## src/design/mtd_pkg.sv

```systemverilog
// shared types, constants and morse lookup for the morse text decoder
package mtd_pkg;

	localparam int MAX_CODE_LEN_DEF = 6;
	localparam int CODE_W_MAX       = 7;
	localparam int LEN_W            = 3;
	localparam int CHAR_W           = 8;

	localparam logic [CHAR_W-1:0] CHAR_NL   = 8'h0A;
	localparam logic [CHAR_W-1:0] CHAR_SP   = 8'h20;
	localparam logic [CHAR_W-1:0] CHAR_DOT  = 8'h2E;
	localparam logic [CHAR_W-1:0] CHAR_DASH = 8'h2D;
	localparam logic [CHAR_W-1:0] CHAR_NONE = 8'h00;

	typedef struct packed {
		logic [CHAR_W-1:0] out_char;
		logic              end_of_line;
	} result_t;

	// elements oldest in the high bit, dash = 1, right aligned
	function automatic logic [CHAR_W-1:0] morse_lookup(
		input logic [LEN_W-1:0]      len,
		input logic [CODE_W_MAX-1:0] bits
	);
		logic [CHAR_W-1:0] ch;
		ch = CHAR_NONE;
		case ({len, bits})
			{3'd1, 7'd0}:  ch = "E";
			{3'd1, 7'd1}:  ch = "T";
			{3'd2, 7'd0}:  ch = "I";
			{3'd2, 7'd1}:  ch = "A";
			{3'd2, 7'd2}:  ch = "N";
			{3'd2, 7'd3}:  ch = "M";
			{3'd3, 7'd0}:  ch = "S";
			{3'd3, 7'd1}:  ch = "U";
			{3'd3, 7'd2}:  ch = "R";
			{3'd3, 7'd3}:  ch = "W";
			{3'd3, 7'd4}:  ch = "D";
			{3'd3, 7'd5}:  ch = "K";
			{3'd3, 7'd6}:  ch = "G";
			{3'd3, 7'd7}:  ch = "O";
			{3'd4, 7'd0}:  ch = "H";
			{3'd4, 7'd1}:  ch = "V";
			{3'd4, 7'd2}:  ch = "F";
			{3'd4, 7'd4}:  ch = "L";
			{3'd4, 7'd6}:  ch = "P";
			{3'd4, 7'd7}:  ch = "J";
			{3'd4, 7'd8}:  ch = "B";
			{3'd4, 7'd9}:  ch = "X";
			{3'd4, 7'd10}: ch = "C";
			{3'd4, 7'd11}: ch = "Y";
			{3'd4, 7'd12}: ch = "Z";
			{3'd4, 7'd13}: ch = "Q";
			{3'd5, 7'd0}:  ch = "5";
			{3'd5, 7'd1}:  ch = "4";
			{3'd5, 7'd3}:  ch = "3";
			{3'd5, 7'd7}:  ch = "2";
			{3'd5, 7'd8}:  ch = "&";
			{3'd5, 7'd10}: ch = "+";
			{3'd5, 7'd15}: ch = "1";
			{3'd5, 7'd16}: ch = "6";
			{3'd5, 7'd17}: ch = "=";
			{3'd5, 7'd18}: ch = "/";
			{3'd5, 7'd22}: ch = "(";
			{3'd5, 7'd24}: ch = "7";
			{3'd5, 7'd28}: ch = "8";
			{3'd5, 7'd30}: ch = "9";
			{3'd5, 7'd31}: ch = "0";
			{3'd6, 7'd12}: ch = "?";
			{3'd6, 7'd13}: ch = "_";
			{3'd6, 7'd18}: ch = 8'h22;
			{3'd6, 7'd21}: ch = ".";
			{3'd6, 7'd26}: ch = "@";
			{3'd6, 7'd30}: ch = 8'h27;
			{3'd6, 7'd33}: ch = "-";
			{3'd6, 7'd42}: ch = ";";
			{3'd6, 7'd43}: ch = "!";
			{3'd6, 7'd45}: ch = ")";
			{3'd6, 7'd51}: ch = ",";
			{3'd6, 7'd56}: ch = ":";
			default:       ch = CHAR_NONE;
		endcase
		return ch;
	endfunction

endpackage

```

## src/design/mtd_char_if.sv

```systemverilog
// valid/ready channel carrying one input text byte
interface mtd_char_if;
	import mtd_pkg::*;

	logic              valid;
	logic              ready;
	logic [CHAR_W-1:0] in_char;

	modport source (output valid, output in_char, input ready);
	modport sink   (input valid, input in_char, output ready);
endinterface

```

## src/design/mtd_result_if.sv

```systemverilog
// valid/ready channel carrying one decoded result
interface mtd_result_if;
	import mtd_pkg::*;

	logic              valid;
	logic              ready;
	logic [CHAR_W-1:0] out_char;
	logic              end_of_line;

	modport source (output valid, output out_char, output end_of_line, input ready);
	modport sink   (input valid, input out_char, input end_of_line, output ready);
endinterface

```

## src/design/morse_text_decoder.sv

```systemverilog
// morse text decoder top level: input register, decode logic, two-entry result queue
//
// Decodes Morse code sent as text bytes ('.', '-', space, newline) into ASCII.
// A byte is registered on transfer and decoded from that register once the
// result queue has room for all of its results (zero, one or two), which are
// then written into the two-entry result queue. One byte is taken per cycle
// as long as the queue has room for the byte's results. The output channel
// moves one result per cycle while ready is high, so a newline that closes a
// pending symbol gives two results. Unknown or spoiled patterns decode to
// 0x00; a newline ends the line and clears the symbol and gap state.
module morse_text_decoder #(
	parameter int MAX_CODE_LEN = mtd_pkg::MAX_CODE_LEN_DEF
) (
	input logic         clk,
	input logic         arst_n,
	mtd_char_if.sink    text,
	mtd_result_if.source result
);
	import mtd_pkg::*;

	// input register
	logic              valid_s1;
	logic [CHAR_W-1:0] char_s1;

	// symbol state
	logic [MAX_CODE_LEN-1:0] code_bits_q;
	logic [LEN_W-1:0]        code_len_q;
	logic                    bad_q;
	logic                    gap_q;

	// result queue, entry 0 is the head
	result_t    queue_q [2];
	logic [1:0] count_q;

	logic                    pending;
	logic [CHAR_W-1:0]       sym_char;
	logic [1:0]              n_res;
	result_t                 res0, res1;
	logic [MAX_CODE_LEN-1:0] code_bits_d;
	logic [LEN_W-1:0]        code_len_d;
	logic                    bad_d, gap_d;
	logic                    pop, advance;
	logic [1:0]              count_kept;
	logic [2:0]              count_total;
	result_t                 base0, base1;
	result_t                 queue_d [2];
	logic [1:0]              count_d;

	assign pending  = (code_len_q != '0) || bad_q;
	assign sym_char = pending && !bad_q ?
		morse_lookup(code_len_q, CODE_W_MAX'(code_bits_q)) : CHAR_NONE;

	always_comb begin
		n_res       = 2'd0;
		res0        = '{out_char: sym_char, end_of_line: 1'b0};
		res1        = '{out_char: CHAR_NL, end_of_line: 1'b1};
		code_bits_d = code_bits_q;
		code_len_d  = code_len_q;
		bad_d       = bad_q;
		gap_d       = gap_q;
		case (char_s1)
			CHAR_NL: begin
				if (pending) begin
					n_res = 2'd2;
				end else begin
					n_res = 2'd1;
					res0  = res1;
				end
				code_bits_d = '0;
				code_len_d  = '0;
				bad_d       = 1'b0;
				gap_d       = 1'b0;
			end
			CHAR_SP: begin
				if (gap_q) begin
					n_res = 2'd1;
					res0  = '{out_char: CHAR_SP, end_of_line: 1'b0};
					gap_d = 1'b0;
				end else begin
					if (pending) begin
						n_res       = 2'd1;
						code_bits_d = '0;
						code_len_d  = '0;
						bad_d       = 1'b0;
					end
					gap_d = 1'b1;
				end
			end
			CHAR_DOT, CHAR_DASH: begin
				gap_d = 1'b0;
				if (code_len_q >= LEN_W'(MAX_CODE_LEN)) begin
					bad_d = 1'b1;
				end else begin
					code_bits_d = {code_bits_q[MAX_CODE_LEN-2:0], char_s1 == CHAR_DASH};
					code_len_d  = code_len_q + 1'b1;
				end
			end
			default: begin
				gap_d = 1'b0;
				bad_d = 1'b1;
			end
		endcase
	end

	// a byte is decoded only when the queue can hold all its results
	assign pop         = result.valid && result.ready;
	assign count_kept  = count_q - {1'b0, pop};
	assign count_total = {1'b0, count_kept} + {1'b0, n_res};
	assign advance     = valid_s1 && (count_total <= 3'd2);
	assign text.ready  = !valid_s1 || advance;

	assign result.valid       = count_q != 2'd0;
	assign result.out_char    = queue_q[0].out_char;
	assign result.end_of_line = queue_q[0].end_of_line;

	always_comb begin
		base0 = pop ? queue_q[1] : queue_q[0];
		base1 = queue_q[1];
		queue_d[0] = base0;
		queue_d[1] = base1;
		count_d    = count_kept;
		if (advance) begin
			count_d = count_total[1:0];
			case (count_kept)
				2'd0: begin
					queue_d[0] = res0;
					queue_d[1] = res1;
				end
				2'd1: begin
					queue_d[1] = res0;
				end
				default: begin
				end
			endcase
		end
	end

	always_ff @(posedge clk or negedge arst_n) begin
		if (!arst_n) begin
			valid_s1    <= 1'b0;
			code_bits_q <= '0;
			code_len_q  <= '0;
			bad_q       <= 1'b0;
			gap_q       <= 1'b0;
			count_q     <= 2'd0;
		end else begin
			if (text.ready) begin
				valid_s1 <= text.valid;
			end
			if (advance) begin
				code_bits_q <= code_bits_d;
				code_len_q  <= code_len_d;
				bad_q       <= bad_d;
				gap_q       <= gap_d;
			end
			count_q <= count_d;
		end
	end

	always_ff @(posedge clk) begin
		if (text.valid && text.ready) begin
			char_s1 <= text.in_char;
		end
		queue_q[0] <= queue_d[0];
		queue_q[1] <= queue_d[1];
	end

endmodule

```

## src/flat_wrapper.sv

```systemverilog
// flat-port wrapper written by rule: the top's interface ports become plain ports
module morse_text_decoder_flat import mtd_pkg::*;
#(
	parameter int MAX_CODE_LEN = mtd_pkg::MAX_CODE_LEN_DEF
)
  (clk, arst_n, text_valid, text_in_char, text_ready, result_valid, result_out_char, result_end_of_line, result_ready);
  mtd_char_if text_i ();
  mtd_result_if result_i ();
  input logic clk;
  input logic arst_n;
  input wire logic [$bits(text_i.valid)-1:0] text_valid;
  input wire logic [$bits(text_i.in_char)-1:0] text_in_char;
  output wire logic [$bits(text_i.ready)-1:0] text_ready;
  output wire logic [$bits(result_i.valid)-1:0] result_valid;
  output wire logic [$bits(result_i.out_char)-1:0] result_out_char;
  output wire logic [$bits(result_i.end_of_line)-1:0] result_end_of_line;
  input wire logic [$bits(result_i.ready)-1:0] result_ready;
  assign text_i.valid = text_valid;
  assign text_i.in_char = text_in_char;
  assign text_ready = text_i.ready;
  assign result_valid = result_i.valid;
  assign result_out_char = result_i.out_char;
  assign result_end_of_line = result_i.end_of_line;
  assign result_i.ready = result_ready;
  morse_text_decoder #(.MAX_CODE_LEN(MAX_CODE_LEN)) u_core (.clk(clk), .arst_n(arst_n), .text(text_i), .result(result_i));
endmodule
```

## config.mk

```make
export PLATFORM = sky130hd
export DESIGN_NAME = morse_text_decoder_flat
export DESIGN_NICKNAME = d
export VERILOG_FILES = /design/src/design/mtd_pkg.sv /design/src/design/mtd_char_if.sv /design/src/design/mtd_result_if.sv /design/src/design/morse_text_decoder.sv /design/src/flat_wrapper.sv
export SDC_FILE = /design/constraint.sdc
export NUM_CORES = 1
export LEC_CHECK = 0
export BUFFER_PORTS_ARGS = -buffer_cell sky130_fd_sc_hd__buf_2
export CAP_MARGIN = 10
export CORE_MARGIN = 1
export CORE_UTILIZATION = 62
export CTS_CLUSTER_DIAMETER = 120
export DETAILED_ROUTE_END_ITERATION = 10
export PLACE_DENSITY = 0.89
export RECOVER_POWER = 100
export SYNTH_ARGS = -nofsm -noshare
export SYNTH_HDL_FRONTEND = slang
export SYNTH_SLANG_ARGS = --single-unit
```

## constraint.sdc

```tcl
create_clock -name clk -period 11.87 [get_ports clk]
set_clock_uncertainty 0.05 [all_clocks]
set_input_delay 2.374 -clock clk [delete_from_list [all_inputs] [get_ports clk]]
set_output_delay 2.374 -clock clk [all_outputs]
set_load 0.01 [all_outputs]
```

Word-level counts from Yosys, hierarchy flattened. Memory sizes are Yosys's and may differ from the RTL's. Cells that the tools add are included.

$lt $le $gt $ge: 2. Equal/unequal tests: 62. Add/subtract/negate cells: 3. Muxes and demuxes: 28. Reduce and logical (&&, ||, !) cells: 15.

Operator list (count): 7-bit case mux with 53 select lines (1); 9-bit == test, second input constant (39); 9-bit by 8-bit == test with 1-bit output, second input constant (12); 9-bit two-way mux (4); 9-bit case mux with 2 select lines (2); 8-bit by 6-bit == test with 1-bit output, second input constant (3); 9-bit by 7-bit == test with 1-bit output, second input constant (2); 18-bit two-way mux (1); 6-bit two-way mux (3); 6-bit case mux with 3 select lines (1); 3-bit two-way mux (3); 3-bit case mux with 3 select lines (1); 8-bit by 4-bit == test with 1-bit output, second input constant (1); 7-bit two-way mux (1); 1-bit two-way mux (6); 2-bit two-way mux (3); 3-bit nonzero test (2); 5-bit AND reduction (1); 1-bit logical AND (4); 2-bit by 1-bit != test with 1-bit output, second input constant (2); 2-bit != test, second input constant (2); 2-bit case mux with 2 select lines (1); 4-bit AND reduction (1); 2-bit by 2-bit adder with 3-bit output (1); 11 further kinds (13).

Bits in writable memories: 18. Input bits: 12. Memories kept: 1. Logic and storage cells: 118. Output and inout bits: 11. Bits in registers: 22.

Memories: u_core.queue_q (words 2, bits a word 9, read ports 2, clocked after memory_dff 0, write ports 2, line morse_text_decoder.sv:32) `result_t queue_q [2];`.

Longest topological paths before layout. Gate-level depths: netlist of run 1.

Word-level depth: 10. Gate-level depth with buffers: 16. Gate-level depth less buffers: 15.

Worst setup path after synthesis of run 1. Ideal clock, no wire load.

Kind: input -> output. Start: input port result_ready. End: output port text_ready. Setup slack: 5261 ps. Data required time: 9446 ps. Path buffers: 0. Data arrival time: 4185 ps. Stages: 9. Cells stage by stage: nand2_1 -> inv_1 -> ha_1 -> inv_1 -> ha_1 -> inv_1 -> fa_1 -> o21ai_0 -> nand2_1.

Longest elaborated chain between the ends: 6.

RTL lines: start: declaration (line flat_wrapper.sv:17) `input wire logic [$bits(result_i.ready)-1:0] result_ready;`; 1-bit logical AND (line morse_text_decoder.sv:106) `assign pop = result.valid && result.ready;`; 2-bit by 1-bit subtractor with 2-bit output (line morse_text_decoder.sv:107) `assign count_kept = count_q - {1'b0, pop};`; 2-bit by 2-bit adder with 3-bit output (line morse_text_decoder.sv:108) `assign count_total = {1'b0, count_kept} + {1'b0, n_res};`; 3-bit by 2-bit less-or-equal comparator with 1-bit output (line morse_text_decoder.sv:109) `assign advance = valid_s1 && (count_total <= 3'd2);`; 1-bit logical AND (line morse_text_decoder.sv:109); 1-bit logical OR (line morse_text_decoder.sv:110) `assign text.ready = !valid_s1 || advance;`; end: declaration (line flat_wrapper.sv:13) `output wire logic [$bits(text_i.ready)-1:0] text_ready;`.

Every way passes these cells.

Worst setup path in the final report of run 1. Same ends and word-level chain as after synthesis.

==> flow_summary.rst, run 1 <==
.. list-table::
   :header-rows: 1

   * - Metric
     - Value
   * - Final max-slew violation count
     - 0
   * - Hold WC Path Type
     - flop to flop
   * - Nets@finish
     - 367
   * - Fraction of power consumed by sequential logic
     - 44.6%
   * - Synthesis Warnings
     - 0
   * - Tcrit/Tclk final
     - 59.13%
   * - Final HPWL DP
     - 5005 um
   * - Synthesized instance count
     - 341
   * - Total number of placement rows
     - 24
   * - Max-capacitance violation count
     - 0
   * - Critical Path RT
     - 9.45 ns
   * - Arrival time of data at the critical path endpoint
     - 4.59 ns
   * - Internal Pwr Total
     - 295.8 uW
   * - Initial drt markers
     - 472
   * - Placeable Area
     - 4414 um^2
   * - Static leakage
     - 1.133 nW
   * - Crit path largest cell delay
     - 0.45 ns
   * - GRT overflow
     - 0
   * - Chain of cells forming the critical path
     - buf_2 > nand2_1 > inv_1 > ha_1 > inv_1 > ha_1 > inv_1 > fa_1 > o21ai_0 > nand2_1 > clkbuf_1
   * - Worst-path maximum fanout
     - 10
   * - Overall power after layout
     - 466.8 uW
   * - Most used cell, CP
     - inv_1
   * - Tot GR Track Use
     - 29.55%
   * - Post-synth top flop
     - edfxtp_1
   * - Clock tree from TritonCTS
     - done
   * - Syn nets
     - 360
   * - Mapped cell area
     - 2883 um^2
   * - Distinct cell type count of the synthesized netlist
     - 67
   * - Switching fraction of total power
     - 36.64%
   * - Hold buffers post-CTS
     - 0
   * - Number of setup buffers added after CTS
     - 0
   * - Count of instances resized after the clock tree is built
     - 0
   * - Unrepaired setup endpoints after global routing
     - no
   * - Seq/Total Area, Yosys
     - 35.07%
   * - Number of hold-slack violations in the final timing report
     - 0
   * - Number of setup violations in the final report
     - 0
   * - Synthesis-to-finish area growth
     - 3.255%
   * - Final-layout fill cell count
     - 379
   * - Drt wl/cell
     - 17.46 um
   * - Vias/cell
     - 6.589
   * - Logic gate share of total power
     - 37.3%
   * - Kind of start point of the critical path
     - input port
   * - Proportion of power drawn by the clock network
     - 18.0%
   * - Height of the chip
     - 70.19 um
   * - Smallest hold slack
     - 0.4448 ns
   * - Area of the die
     - 4927 um^2
   * - Largest net degree at the start of global routing
     - 32
   * - Clock H-tree levels
     - 2
   * - Clock root cell
     - clkbuf_8
   * - Die outline width
     - 70.19 um
   * - Final antenna-violating net count
     - 0
   * - # DRC
     - 0
   * - Initial antenna violation count
     - 0
   * - Commonest cells in the netlist
     - nand2_1, nor2_1, o21ai_0, a21oi_1, edfxtp_1
   * - EDFF count, synth
     - 16
   * - Achievable clock frequency
     - 142.5 MHz
   * - Cell Pwr Density
     - 156.8 nW/um^2
   * - Final routed wirelength across all metal layers
     - 7002 um
   * - Antenna diode instance count
     - 0
   * - Post-route minimum period
     - 7.018 ns
   * - Cell with the most instances after synthesis
     - nand2_1
   * - Final core utilization
     - 67.43%
   * - Final non-filler cell total
     - 401
   * - Max Buffers Root-to-Sink
     - 2
   * - Proportion of synthesized flip-flops having asynchronous set or reset
     - 35.90%
   * - Max rail drop VDD
     - 97.74 uV
   * - Placed insts
     - 393
   * - Slowest cell on crit path
     - fa_1
   * - Post-synthesis area per instance
     - 8.454 um^2
   * - #FFs+latches synth
     - 39
   * - Kind of end point of the critical path
     - output pin
   * - Ports
     - 23
   * - Worst slew margin
     - 32.32%
   * - Vias post-DR
     - 2,642
   * - Clock sink total
     - 39
   * - Largest cells by area after synthesis
     - edfxtp_1, dfrtp_1, dfxtp_1
   * - Startpoint-to-endpoint class of the critical path
     - input port to output pin
   * - First-pass GRT wire length
     - 11,560 um
   * - Starting utilization of the core area
     - 65.31%
   * - Power dissipated by switching net loads
     - 171.0 uW
   * - Yosys top cell by area
     - edfxtp_1
   * - Worst skew pair latency
     - 0.28 ns
   * - Setup TNS Final
     - 0 ns
   * - Pre-antenna DRT Iters
     - 5
   * - Vias in the first global route
     - 2,542
   * - Clock-pin slew on the worst setup and hold paths
     - 0.07 ns
   * - Fraction of layout cells with a size suffix above 1
     - 9.169%
   * - Routability congestion estimate from global placement
     - 0.9888
   * - Slew at the pin with the worst max-slew slack
     - 1.015 ns
   * - Outcome
     - finished clean
   * - Input/output buffers
     - 22
   * - Proportion of netlist area held by the largest area contributor
     - 16.67%
   * - Total CTS buffers
     - 5
## logic make-up after synthesis
kind of cell | count (synthesis) | synth area share, %
AND/OR/NAND/NOR | 155 | 28.86
AO/OA/AOI/OAI | 90 | 21.92
flip-flops | 39 | 35.07
buffers and inverters | 37 | 6.467
multiplexers | 9 | 3.168
adder cells (fa/ha/maj) | 7 | 3.299
XOR/XNOR | 4 | 1.215
## cell type report
| cell class | instances | area (um^2) | share of cell area (%) |
|---|---|---|---|
| repair buffers | 22 | 95.09 | 3.195 |
| inverters | 15 | 56.30 | 1.892 |
| multi-input cells | 265 | 1668 | 56.03 |
| well taps | 52 | 65.06 | 2.186 |
| flip-flops and latches | 39 | 1011 | 33.96 |
| clock inverters | 1 | 5.005 | 0.1681 |
| clock buffers | 7 | 76.32 | 2.564 |
## worst max-delay path, delay by kind of cell
kind / cells / cell delay, ns
adders and majority gates: 3 / 0.95
AOI/OAI and AO/OA: 1 / 0.29
buffers and inverters: 5 / 0.52
and+or+nand+nor: 2 / 0.45
## final timing paths
path / startpoint / end / slack (ns) / depth (start not counted)
setup / recovery: result_ready / text_ready / 4.85 / 11
hold / removal: u_core.queue_q[0][8] / u_core.queue_q[0][8] / 0.44 / 1
setup reg to reg: u_core.char_s1[4] / u_core.queue_q[0][4] / 7.76 / 13
hold reg to reg: u_core.queue_q[0][8] / u_core.queue_q[0][8] / 0.44 / 1
max in group asynchronous: arst_n / u_core.code_bits_q[0] / 9.21 / 1
min in group asynchronous: arst_n / u_core.count_q[0] / 2.09 / 1
## power by group through the flow
stage	Sequential, mW	Clock, mW	Combinational [mW]
after floorplan	0.212	0	0.129
after global placement	0.208	0	0.174
after detailed placement	0.211	0	0.182
after global routing	0.213	0.0902	0.199
final	0.208	0.0842	0.174
after CTS	0.208	0.0847	0.183
## per-layer routing
metal / wire [um] / track usage [%] / up-vias
met5: 0 / 0 / -
met4: 153 / 9.556 / 0
met3: 642 / 8.369 / 23
met2: 3294 / 47.22 / 155
met1: 2912 / 38.76 / 1202
li1: - / - / 1262
## state kept, by name (all words and copies together) (netlist names)
| register | flops |
|---|---|
| u_core.code_len_q | 3 |
| u_core.count_q | 2 |
| u_core.gap_q | 1 |
| u_core.bad_q | 1 |
| u_core.valid_s1 | 1 |
| u_core.char_s1 | 8 |
| u_core.code_bits_q | 6 |
| u_core.queue_q | 17 |
## layout by cell type (no fill, tap or decap), types with 5 or more instances in the layout
cell	count
a21oi_1	17
nand2_1	38
edfxtp_1	16
inv_1	15
nor2b_1	9
ha_1	6
clkbuf_8	5
clkbuf_1	14
buf_2	10
mux2i_1	8
nand4_1	6
nor2_1	37
a22oi_1	6
nand3_1	10
dfrtp_1	14
o21ai_0	20
o22ai_1	5
dfxtp_1	9
or2_2	5
a221oi_1	5
nand2b_1	8
nor3_1	11
## stage by stage
stage | instance area, um^2 | worst slack [ns]
after floorplan | 2883 | 5.261
after global placement | 2928 | 4.918
after detailed placement | 2928 | 4.860
after CTS | 3009 | 4.845
after global routing | 2977 | 4.609
final | 2977 | 4.852
Power figures use the tool's default switching activity.
==> run 2: changes to the inputs <==
--- a/config.mk
+++ b/config.mk
@@ -8,10 +8,10 @@
 export BUFFER_PORTS_ARGS = -buffer_cell sky130_fd_sc_hd__buf_2
 export CAP_MARGIN = 10
 export CORE_MARGIN = 1
-export CORE_UTILIZATION = 62
+export CORE_UTILIZATION = 55
 export CTS_CLUSTER_DIAMETER = 120
 export DETAILED_ROUTE_END_ITERATION = 10
-export PLACE_DENSITY = 0.89
+export PLACE_DENSITY = 0.84
 export RECOVER_POWER = 100
 export SYNTH_ARGS = -nofsm -noshare
 export SYNTH_HDL_FRONTEND = slang
==> constraint.sdc (replaced) <==
create_clock -name clk -period 5.9 [get_ports clk]
set_clock_uncertainty 0.05 [all_clocks]
set_input_delay 1.18 -clock clk [delete_from_list [all_inputs] [get_ports clk]]
set_output_delay 1.18 -clock clk [all_outputs]
set_load 0.01 [all_outputs]
==> run 2 against run 1 <==
Critical path type unchanged. Largest power group unchanged. Global-route usage down 2.7 points. Largest cell class unchanged. Critical path depth unchanged. Highest routed layer unchanged. Total power up 100%.
==> flow_summary.rst, run 2 (synthesized netlist as in run 1, its figures left out) <==
.. list-table::
   :header-rows: 1

   * - Metric
     - Value
   * - Outcome
     - finished clean (unchanged)
   * - Area of the die
     - 5535 um^2 (was 4927 um^2)
   * - Final max-slew violation count
     - 0 (unchanged)
   * - Number of flip-flops under the largest register name
     - 17 (unchanged)
   * - Buffers and inverters on the worst path
     - 5 (unchanged)
   * - Kind of start point of the critical path
     - input port (unchanged)
   * - Biggest registers after layout
     - u_core.queue_q (17), u_core.char_s1 (8), u_core.code_bits_q (6) (unchanged)
   * - Antenna diode instance count
     - 0 (unchanged)
   * - Max Buffers Root-to-Sink
     - 2 (unchanged)
   * - Final antenna-violating net count
     - 0 (unchanged)
   * - Die outline width
     - 74.40 um (was 70.19 um)
   * - Hold buffers post-CTS
     - 0 (unchanged)
   * - Tot GR Track Use
     - 26.90% (was 29.55%)
   * - GRT overflow
     - 0 (unchanged)
   * - Setup TNS Final
     - 0 ns (unchanged)
   * - Total number of placement rows
     - 25 (was 24)
   * - Max rail drop VDD
     - 270.4 uV (was 97.74 uV)
   * - Initial drt markers
     - 449 (was 472)
   * - Most flop-heavy register
     - u_core.queue_q (unchanged)
   * - Unrepaired setup endpoints after global routing
     - no (unchanged)
   * - Synthesis-to-finish area growth
     - 4.167% (was 3.255%)
   * - Number of setup buffers added after CTS
     - 0 (unchanged)
   * - Startpoint-to-endpoint class of the critical path
     - input port to output pin (unchanged)
   * - Critical Path RT
     - 4.67 ns (was 9.45 ns)
   * - Crit path setup slack, layout
     - 1.227 ns (was 4.852 ns)
   * - Worst setup slack for register-to-register paths
     - 1.71 ns (was 7.76 ns)
   * - Input/output buffers
     - 22 (unchanged)
   * - Initial antenna violation count
     - 0 (unchanged)
   * - Most frequent standard cell in the layout excluding fill and tap cells
     - nand2_1 (unchanged)
   * - Most used cell, CP
     - inv_1 (unchanged)
   * - First-pass GRT wire length
     - 11,290 um (was 11,560 um)
   * - Worst skew pair latency
     - 0.29 ns (was 0.28 ns)
   * - Largest net degree at the start of global routing
     - 32 (unchanged)
   * - Pre-antenna DRT Iters
     - 6 (was 5)
   * - Clock sink total
     - 39 (unchanged)
   * - # DRC
     - 0 (unchanged)
   * - Clock tree from TritonCTS
     - done (unchanged)
   * - Kind of end point of the critical path
     - output pin (unchanged)
   * - Achievable clock frequency
     - 214.0 MHz
   * - Final HPWL DP
     - 4993 um (was 5005 um)
   * - Ports
     - 23 (unchanged)
   * - Arrival time of data at the critical path endpoint
     - 3.44 ns (was 4.59 ns)
   * - Vias post-DR
     - 2,691 (was 2,642)
   * - Worst setup slack after placement
     - 1.159 ns (was 4.860 ns)
   * - Crit path largest cell delay
     - 0.45 ns (about the same)
   * - Placeable Area
     - 4880 um^2 (was 4414 um^2)
   * - Family with the most delay on the worst path
     - adder cells (unchanged)
   * - Number of setup violations in the final report
     - 0 (unchanged)
   * - Slew at the pin with the worst max-slew slack
     - 0.7909 ns (was 1.015 ns)
   * - Slowest cell on crit path
     - fa_1 (unchanged)
   * - Clock-pin slew on the worst setup and hold paths
     - 0.07 ns (about the same)
   * - Worst slew margin
     - 47.27% (was 32.32%)
   * - Height of the chip
     - 74.40 um (was 70.19 um)
   * - Nets@finish
     - 369 (was 367)
   * - Routability congestion estimate from global placement
     - 0.9931 (was 0.9888)
   * - Vias in the first global route
     - 2,370 (was 2,542)
   * - Total CTS buffers
     - 5 (unchanged)
   * - Tcrit/Tclk final
     - 79.20%
   * - Static leakage
     - 1.143 nW (was 1.133 nW)
   * - Drt wl/cell
     - 16.75 um (was 17.46 um)
   * - Final routed wirelength across all metal layers
     - 7000 um (was 7002 um)
   * - Clock root cell
     - clkbuf_8 (unchanged)
   * - Cell Pwr Density
     - 311.1 nW/um^2 (was 156.8 nW/um^2)
   * - Clock H-tree levels
     - 2 (unchanged)
   * - Starting utilization of the core area
     - 59.08% (was 65.31%)
   * - Chain of cells forming the critical path
     - buf_2 > nand2_1 > inv_1 > ha_1 > inv_1 > ha_1 > inv_1 > fa_1 > o21ai_0 > nand2_1 > clkbuf_1 (unchanged)
   * - Smallest hold slack
     - 0.4331 ns (was 0.4448 ns)
   * - Worst-path maximum fanout
     - 10 (unchanged)
   * - Count of instances resized after the clock tree is built
     - 0 (unchanged)
   * - Fraction of layout cells with a size suffix above 1
     - 8.832% (was 9.169%)
   * - Vias/cell
     - 6.438 (was 6.589)
   * - Hold WC Path Type
     - flop to flop (unchanged)
   * - Number of hold-slack violations in the final timing report
     - 0 (unchanged)
   * - Most used cells in the layout excluding fill and tap cells
     - nand2_1, nor2_1, o21ai_0, a21oi_1, edfxtp_1 (unchanged)
   * - Max-capacitance violation count
     - 0 (unchanged)
   * - Post-route minimum period
     - 4.673 ns
==> run 2: final timing paths <==
check / startpoint / depth (start not counted) / endpoint
max in group asynchronous: arst_n / 1 / u_core.gap_q
setup reg to reg: u_core.count_q[0] / 14 / u_core.queue_q[0][4]
setup / recovery: result_ready / 11 / text_ready
hold reg to reg: u_core.queue_q[0][8] / 1 / u_core.queue_q[0][8]
min in group asynchronous: arst_n / 1 / u_core.count_q[1]
hold / removal: u_core.queue_q[0][8] / 1 / u_core.queue_q[0][8]
==> run 2: area by class of cell <==
class / count / area [um^2]
clock buffer: 6 / 72.57
multi-input combinational: 265 / 1662
sequential: 39 / 1011
tap: 67 / 83.83
clock inverter: 2 / 7.507
inverter: 15 / 56.30
timing repair buffer: 24 / 110.1
fill: 435 / 1877
==> run 2: worst reg2reg max path, delay by kind of cell (launching register included) <==
kind | cells | cell delay (ns)
flops | 1 | 0.38
buf+inv | 3 | 0.30
compound gates | 2 | 0.25
fa+ha+maj | 3 | 1.03
simple gates | 6 | 2.05
==> run 2: per-stage QoR <==
stage / instance area [um^2] / util (%) / cells / power, mW
3_5_place_dp: 2962 / 60.69 / 410 / 0.7846
5_1_grt: 3003 / 61.54 / 418 / 1.000
4_1_cts: 3042 / 62.33 / 418 / 0.9505
6_report: 3003 / 61.54 / 418 / 0.9340
3_3_place_gp: 2962 / 60.69 / 410 / 0.7695
2_1_floorplan: 2883 / - / 341 / 0.6862
==> run 2: power by group <==
group	leakage (nW)	total [mW]	switching (mW)	internal, mW
Clock	0.0403	0.167	0.0866	0.0805
Combinational	0.693	0.350	0.219	0.131
Sequential	0.410	0.417	0.0358	0.381
==> run 2: routing by layer <==
| metal | vias up | track usage [%] | wire, um |
|---|---|---|---|
| met5 | - | 0 | 0 |
| met4 | 0 | 9.015 | 147 |
| met3 | 18 | 6.504 | 648 |
| met2 | 155 | 41.44 | 3157 |
| met1 | 1248 | 37.13 | 3047 |
| li1 | 1270 | - | - |
